==> src/rtl/rdsc_pkg.sv <==
// Package for the radix digit string converter: shared types, constants,
// radix clamping and the digit-to-ASCII mapping. No dependencies.
package rdsc_pkg;

   localparam int RADIX_BITS = 6;
   localparam int CHAR_BITS  = 7;

   typedef logic [RADIX_BITS-1:0] radix_type;
   typedef logic [CHAR_BITS-1:0]  char_type;

   localparam radix_type RADIX_MIN      = 6'd2;
   localparam radix_type RADIX_MAX      = 6'd36;
   localparam radix_type RADIX_RESET    = 6'd10;
   localparam radix_type DECIMAL_DIGITS = 6'd10;
   localparam char_type  ASCII_ZERO     = 7'd48;
   localparam char_type  LETTER_BASE    = 7'd55;

   typedef enum logic [3:0] {
      ST_IDLE  = 4'b0001,
      ST_DIV   = 4'b0010,
      ST_FETCH = 4'b0100,
      ST_SHOW  = 4'b1000
   } state_type;

   function automatic radix_type clamp_radix(input radix_type r);
      radix_type res;
      res = r;
      if (r < RADIX_MIN) begin
         res = RADIX_MIN;
      end else if (r > RADIX_MAX) begin
         res = RADIX_MAX;
      end
      return res;
   endfunction

   function automatic char_type digit_to_ascii(input radix_type d);
      char_type res;
      if (d < DECIMAL_DIGITS) begin
         res = ASCII_ZERO + char_type'(d);
      end else begin
         res = LETTER_BASE + char_type'(d);
      end
      return res;
   endfunction

endpackage

==> src/rtl/rdsc_if.sv <==
// Valid/ready channel interfaces of the radix digit string converter.
// Depends on rdsc_pkg.
interface rdsc_req_if #(parameter int VALUE_BITS = 31);
   logic                  valid;
   logic                  ready;
   logic [VALUE_BITS-1:0] value;
   modport source (output valid, output value, input ready);
   modport sink   (input valid, input value, output ready);
endinterface

interface rdsc_rsp_if;
   logic               valid;
   logic               ready;
   rdsc_pkg::char_type digit_char;
   logic               last;
   modport source (output valid, output digit_char, output last, input ready);
   modport sink   (input valid, input digit_char, input last, output ready);
endinterface

interface rdsc_csr_if;
   logic                valid;
   logic                ready;
   rdsc_pkg::radix_type data;
   modport source (output valid, output data, input ready);
   modport sink   (input valid, input data, output ready);
endinterface

==> src/rtl/rdsc_divider.sv <==
// Bit-serial restoring divider: one quotient bit per cycle.
// Depends on rdsc_pkg.
module rdsc_divider #(
   parameter int VALUE_BITS = 31
) (
   input  logic                  clock,
   input  logic                  reset,
   input  logic                  start,
   input  logic [VALUE_BITS-1:0] dividend,
   input  rdsc_pkg::radix_type   divisor,
   output logic                  done,
   output logic [VALUE_BITS-1:0] quotient,
   output rdsc_pkg::radix_type   remainder
);
   import rdsc_pkg::*;

   localparam int CNTW = $clog2(VALUE_BITS);

   logic                  busy_ff, busy_in;
   logic                  done_ff, done_in;
   logic [CNTW-1:0]       cnt_ff, cnt_in;
   logic [VALUE_BITS-1:0] quo_ff, quo_in;
   radix_type             rem_ff, rem_in;
   logic [RADIX_BITS:0]   trial;
   logic [RADIX_BITS:0]   diff;

   assign trial = {rem_ff, quo_ff[VALUE_BITS-1]};
   assign diff  = trial - {1'b0, divisor};

   always_comb begin
      busy_in = busy_ff;
      done_in = 1'b0;
      cnt_in  = cnt_ff;
      quo_in  = quo_ff;
      rem_in  = rem_ff;
      if (start) begin
         busy_in = 1'b1;
         cnt_in  = CNTW'(VALUE_BITS - 1);
         quo_in  = dividend;
         rem_in  = '0;
      end else if (busy_ff) begin
         if (trial >= {1'b0, divisor}) begin
            rem_in = diff[RADIX_BITS-1:0];
            quo_in = {quo_ff[VALUE_BITS-2:0], 1'b1};
         end else begin
            rem_in = trial[RADIX_BITS-1:0];
            quo_in = {quo_ff[VALUE_BITS-2:0], 1'b0};
         end
         cnt_in = cnt_ff - 1'b1;
         if (cnt_ff == '0) begin
            busy_in = 1'b0;
            done_in = 1'b1;
         end
      end
   end

   always_ff @(posedge clock) begin
      if (reset) begin
         busy_ff <= 1'b0;
         done_ff <= 1'b0;
         cnt_ff  <= '0;
      end else begin
         busy_ff <= busy_in;
         done_ff <= done_in;
         cnt_ff  <= cnt_in;
      end
      quo_ff <= quo_in;
      rem_ff <= rem_in;
   end

   assign done      = done_ff;
   assign quotient  = quo_ff;
   assign remainder = rem_ff;

endmodule

==> src/rtl/radix_digit_string_converter_unit.sv <==
// Radix digit string converter: integer to ASCII digits in radix 2..36.
// Depends on rdsc_pkg, rdsc_if and rdsc_divider.
//
// Usage:
//   csr: one write beat sets the radix (6 bits); 0 and 1 act as 2, values
//        above 36 act as 36. Reset value is 10. Write only while idle.
//   req: one beat carries the value; req.ready is high only while idle.
//   rsp: one beat per digit, most significant first, '0'-'9' then 'A'-'Z';
//        last marks the least significant digit. Zero gives a single '0'.
// Timing:
//   Each digit is computed in turn by the shared serial divider, then each
//   digit is read from the digit store and presented, waiting on the receiver.
//   The next req beat is taken the cycle after the last rsp beat.
// Reset clears the sequencer and sets the radix to 10; the digit store is
// not cleared. A stalled rsp holds its digit until taken.
module radix_digit_string_converter_unit #(
   parameter int VALUE_BITS = 31
) (
   input logic       clock,
   input logic       reset,
   rdsc_req_if.sink  req,
   rdsc_rsp_if.source rsp,
   rdsc_csr_if.sink  csr
);
   import rdsc_pkg::*;

   localparam int IDXW = $clog2(VALUE_BITS);

   state_type             state_ff, state_in;
   logic [IDXW-1:0]       idx_ff, idx_in;
   radix_type             radix_ff;
   radix_type             rd_data_ff;
   radix_type             store_mem [VALUE_BITS];

   logic                  div_start;
   logic [VALUE_BITS-1:0] div_dividend;
   logic                  div_done;
   logic [VALUE_BITS-1:0] div_quotient;
   radix_type             div_remainder;
   logic                  store_we;

   rdsc_divider #(.VALUE_BITS(VALUE_BITS)) u_div (
      .clock     (clock),
      .reset     (reset),
      .start     (div_start),
      .dividend  (div_dividend),
      .divisor   (clamp_radix(radix_ff)),
      .done      (div_done),
      .quotient  (div_quotient),
      .remainder (div_remainder)
   );

   assign req.ready = (state_ff == ST_IDLE);
   assign csr.ready = 1'b1;
   assign store_we  = (state_ff == ST_DIV) && div_done;

   always_comb begin
      state_in     = state_ff;
      idx_in       = idx_ff;
      div_start    = 1'b0;
      div_dividend = div_quotient;
      case (state_ff)
         ST_IDLE: begin
            div_dividend = req.value;
            if (req.valid) begin
               div_start = 1'b1;
               idx_in    = '0;
               state_in  = ST_DIV;
            end
         end
         ST_DIV: begin
            if (div_done) begin
               if (div_quotient == '0) begin
                  state_in = ST_FETCH;
               end else begin
                  div_start = 1'b1;
                  idx_in    = idx_ff + 1'b1;
               end
            end
         end
         ST_FETCH: begin
            state_in = ST_SHOW;
         end
         ST_SHOW: begin
            if (rsp.ready) begin
               if (idx_ff == '0) begin
                  state_in = ST_IDLE;
               end else begin
                  idx_in   = idx_ff - 1'b1;
                  state_in = ST_FETCH;
               end
            end
         end
         default: begin
            state_in = ST_IDLE;
         end
      endcase
   end

   always_ff @(posedge clock) begin
      if (reset) begin
         state_ff <= ST_IDLE;
         idx_ff   <= '0;
         radix_ff <= RADIX_RESET;
      end else begin
         state_ff <= state_in;
         idx_ff   <= idx_in;
         if (csr.valid) begin
            radix_ff <= csr.data;
         end
      end
   end

   always_ff @(posedge clock) begin
      if (store_we) begin
         store_mem[idx_ff] <= div_remainder;
      end
      if (state_ff == ST_FETCH) begin
         rd_data_ff <= store_mem[idx_ff];
      end
   end

   assign rsp.valid      = (state_ff == ST_SHOW);
   assign rsp.digit_char = digit_to_ascii(rd_data_ff);
   assign rsp.last       = (idx_ff == '0);

endmodule

==> src/flat_wrapper.sv <==
// flat-port wrapper written by rule: the top's interface ports become plain ports
module radix_digit_string_converter_unit_flat import rdsc_pkg::*;
#(
   parameter int VALUE_BITS = 31
)
  (clock, reset, req_valid, req_value, req_ready, rsp_valid, rsp_digit_char, rsp_last, rsp_ready, csr_valid, csr_data, csr_ready);
  rdsc_req_if #(.VALUE_BITS(VALUE_BITS)) req_i ();
  rdsc_rsp_if rsp_i ();
  rdsc_csr_if csr_i ();
  input logic clock;
  input logic reset;
  input wire logic [$bits(req_i.valid)-1:0] req_valid;
  input wire logic [$bits(req_i.value)-1:0] req_value;
  output wire logic [$bits(req_i.ready)-1:0] req_ready;
  output wire logic [$bits(rsp_i.valid)-1:0] rsp_valid;
  output wire logic [$bits(rsp_i.digit_char)-1:0] rsp_digit_char;
  output wire logic [$bits(rsp_i.last)-1:0] rsp_last;
  input wire logic [$bits(rsp_i.ready)-1:0] rsp_ready;
  input wire logic [$bits(csr_i.valid)-1:0] csr_valid;
  input wire logic [$bits(csr_i.data)-1:0] csr_data;
  output wire logic [$bits(csr_i.ready)-1:0] csr_ready;
  assign req_i.valid = req_valid;
  assign req_i.value = req_value;
  assign req_ready = req_i.ready;
  assign rsp_valid = rsp_i.valid;
  assign rsp_digit_char = rsp_i.digit_char;
  assign rsp_last = rsp_i.last;
  assign rsp_i.ready = rsp_ready;
  assign csr_i.valid = csr_valid;
  assign csr_i.data = csr_data;
  assign csr_ready = csr_i.ready;
  radix_digit_string_converter_unit #(.VALUE_BITS(VALUE_BITS)) u_core (.clock(clock), .reset(reset), .req(req_i), .rsp(rsp_i), .csr(csr_i));
endmodule
==> config.mk <==
export PLATFORM = sky130hd
export DESIGN_NAME = radix_digit_string_converter_unit_flat
export DESIGN_NICKNAME = d
export VERILOG_FILES = /design/src/rtl/rdsc_pkg.sv /design/src/rtl/rdsc_if.sv /design/src/rtl/rdsc_divider.sv /design/src/rtl/radix_digit_string_converter_unit.sv /design/src/flat_wrapper.sv
export SDC_FILE = /design/constraint.sdc
export NUM_CORES = 1
export LEC_CHECK = 0
export ABC_AREA = 1
export BUFFER_PORTS_ARGS = -buffer_cell sky130_fd_sc_hd__buf_2
export CAP_MARGIN = 20
export CELL_PAD_IN_SITES_DETAIL_PLACEMENT = 1
export CELL_PAD_IN_SITES_GLOBAL_PLACEMENT = 1
export CORE_ASPECT_RATIO = 1.4
export CORE_MARGIN = 1
export CORE_UTILIZATION = 49
export CTS_BUF_LIST = sky130_fd_sc_hd__clkbuf_16
export DETAILED_ROUTE_END_ITERATION = 6
export MAX_ROUTING_LAYER = met4
export PLACE_DENSITY = 0.76
export SYNTH_ARGS = -nofsm -noshare
export SYNTH_HDL_FRONTEND = slang
export SYNTH_HIERARCHICAL = 1
export SYNTH_SLANG_ARGS = --single-unit
export TNS_END_PERCENT = 5
==> constraint.sdc <==
create_clock -name clock -period 3.3 [get_ports clock]
set_clock_uncertainty 0.15 [all_clocks]
set_input_delay 0.165 -clock clock [delete_from_list [all_inputs] [get_ports clock]]
set_output_delay 0.165 -clock clock [all_outputs]
set_load 0.005 [all_outputs]
==> flow_summary.toml <==
[synth]
async_flop_share_pct = 0
synth.most_common_cell = "nand2_1"
synth_area_per_cell_um2 = 10.7
yosysTopAreaCell = "edfxtp_1"
ys_seq_area_share_pct = 65.4
synth_top_cells_by_count = "313 x nand2_1, 223 x edfxtp_1, 83 x a22oi_1, 79 x nor2_1, 58 x inv_1"
synth_top_area_share_pct = 60.3
syn_area_mm2 = 0.0111
synth_edf_count = 223
syn-num-nets = 1090
ys_types = 48
ys.flop_type = "edfxtp_1"
yosys_warnings = 6
ys_top_cells_by_area = "edfxtp_1 60%, nand2_1 11%, a22oi_1 5.6%"
ys_ff_latch = 251
synthCells = 1035

[grt]
grt_pass1_wl_um = 46200
met2_usage_pct = 47.7
use_met3_pct = 2.55
grtUsageTotal_pct = 26.7
grt_pass1_vias = 8803
antenna_found_initial = 0
grtUsageMet1_pct = 30.4
grt.busiest_layer = "met2"
grt_max_degree = 50
gr-total-overflow = 0

[drt]
viasPerCell = 5.53
drt_first_pass_iters = 5
dr_total_vias = 8072
antenna_left = 0
wirelength_um = 28900
wl_per_cell_um = 19.8
drc = 0
drt_iter0_drc = 518

[placed_design]
gp_congestion = 0.813
hpwlAfterDp_um = 18400
dp_cells = 1363
port_buffers = 51

[sta]
fin_crit_sh_pct = 81.0
tightest_slew_ns = 0.653
slew_headroom_pct = 56.4
period_minus_slack_ns = 2.67
finalHoldViolations = 0
setup_tns_ns = 0
slew_violations = 0
finalSetupViolCount = 0
max_freq_mhz = 374
rsz0062_at_grt = "false"

[layout]
n_antenna_cell = 0
drive_above_1_share_pct = 12.4
fillCellCount = 2370
multi_input_area_mm2 = 0.00344
finalNonFillerCells = 1459
seq_area_mm2 = 0.00726
synthToLayoutAreaGrowth_pct = 17.1
nNetsFinal = 1199

[cts]
worst_skew_pair.late_latency_ns = 0.52
root_buffer = "clkbuf_16"
path_clk_slew_ns = 0.06
clockBufferDepth = 3
cts_buffers = 25
cts_resized = 0
cts_sinks = 251
htreeDepth = 1
cts_tree = "built"

[floorplan]
dieArea_mm2 = 0.0233
core_area_mm2 = 0.0220
ios = 53
start_util_pct = 50.4
rows = 64
fp.dieW_um = 129
die_h_um = 180

[setup_path]
rrSetupSlack_ns = 0.69
reg2reg_depth = 5
cp-startpoint = "u_core/rd_data_ff[4]"
crit_required_ns = 2.98
crit_arrival_ns = 2.36
worstReg2RegEnd = "u_core/store_mem[24][3]"
criticalPathCategory = "reg2out"
cp_max_fo = 5
r2r_start = "u_core/state_ff[3]"
cp-endpoint = "rsp_digit_char[3]"
cp-end-kind = "output port"
worst_setup_path_start_kind = "flip-flop"

[power_and_ir_drop]
ir_drop_uv = 596
power.density_mw_per_mm2 = 655
leakagePower_nw = 5.09

[flow_run]
drv_cap = 0

[hold_path]
hold_path.class = "reg2reg"

[outcome]
outcome = "finished clean"
sequential cells by signal, summed over array words and instances, names as in the netlist:
register and count:
u_core/u_div/remainder 6, u_core/radix_ff 6, u_core/u_div/busy_ff 1, u_core/u_div/cnt_ff 5, u_core/idx_ff 5, u_core/u_div/done 1
u_core/state_ff 4, u_core/store_mem 186, u_core/u_div/quotient 31, u_core/rd_data_ff 6
cells by family after synthesis:
family	Yosys count	share of synthesized area, %
AOI/OAI and AO/OA	166	9.85
xor gates and xnor gates	8	0.631
adders and majority gates	13	1.53
buffers and inverters	111	3.92
DFF	251	65.4
other	1	0.0338
and+or+nand+nor	485	18.7
critical path, cell delays in order, from the launching register on:
cell and delay [ns]:
edfxtp_1 0.38, inv_1 0.07, ha_1 0.22, nand3_1 0.12
nand2_1 0.06, a31oi_1 0.38, inv_1 0.21, nand2_1 0.12
xor2_1 0.15, buf_2 0.13
report_power, final:
group	leakage (nW)	internal [mW]	total, mW	switching [mW]
combinational	2.39	0.531	1.77	1.24
clock	0.391	1.46	2.62	1.16
sequential	2.30	3.99	4.13	0.138
worst min path at each step:
stage                                      start                     end  cells past startpoint
after floorplan                            reset  u_core/u_div/cnt_ff[3]                      1
after CTS                              csr_valid      u_core/radix_ff[3]                      3
final                     u_core/u_div/cnt_ff[4]  u_core/u_div/cnt_ff[4]                      2
after global placement               csr_data[2]      u_core/radix_ff[2]                      3
after detailed placement             csr_data[3]      u_core/radix_ff[3]                      3
after global routing      u_core/u_div/cnt_ff[4]  u_core/u_div/cnt_ff[4]                      2
metrics by stage:
step | worst slack (ns) | area (µm²) | util, % | total power [mW] | hold slack (ns)
5_1_grt | 0.513 | 13000 | 59.1 | 8.90 | 0.353
6_report | 0.626 | 13000 | 59.1 | 8.52 | 0.334
3_3_place_gp | 0.760 | 11700 | 53.3 | 5.87 | 0.250
2_1_floorplan | 0.827 | 11100 | - | 5.29 | 0.0844
4_1_cts | 0.601 | 13000 | 59.1 | 8.58 | 0.323
3_5_place_dp | 0.697 | 11700 | 53.3 | 5.92 | 0.260
timing repair:
item,4_1_cts,5_1_grt
hold buffers,51,0
hold endpoints to repair,50,0
setup buffers,0,0
final cells by class:
class	count	area share, %
Clock inverter	20	1.00
Timing Repair Buffer	119	6.96
Tap cell	297	2.86
Inverter	74	2.14
Multi-Input combinational cell	673	26.4
Sequential cell	251	55.8
Clock buffer	25	4.81
metal layers:
layer	up-vias	wire, µm
met5	-	0
met4	0	894
met3	61	973
met2	189	15500
met1	4004	11500
li1	3818	-
cells in the final DEF, fill, tap and decap left out, drive strengths merged, types with 6 or more instances in the layout:
cell,count
clkbuf,25
a22oi,83
nor3,17
dlygate4sd3,51
nand4,8
nor2,89
a31oi,6
xor2,8
clkinv,16
a21oi,49
or2,16
nand3,32
o21ai,17
ha,12
inv,75
dfxtp,28
buf,68
nand2,319
edfxtp,223
(Power assumes the default switching activity.)
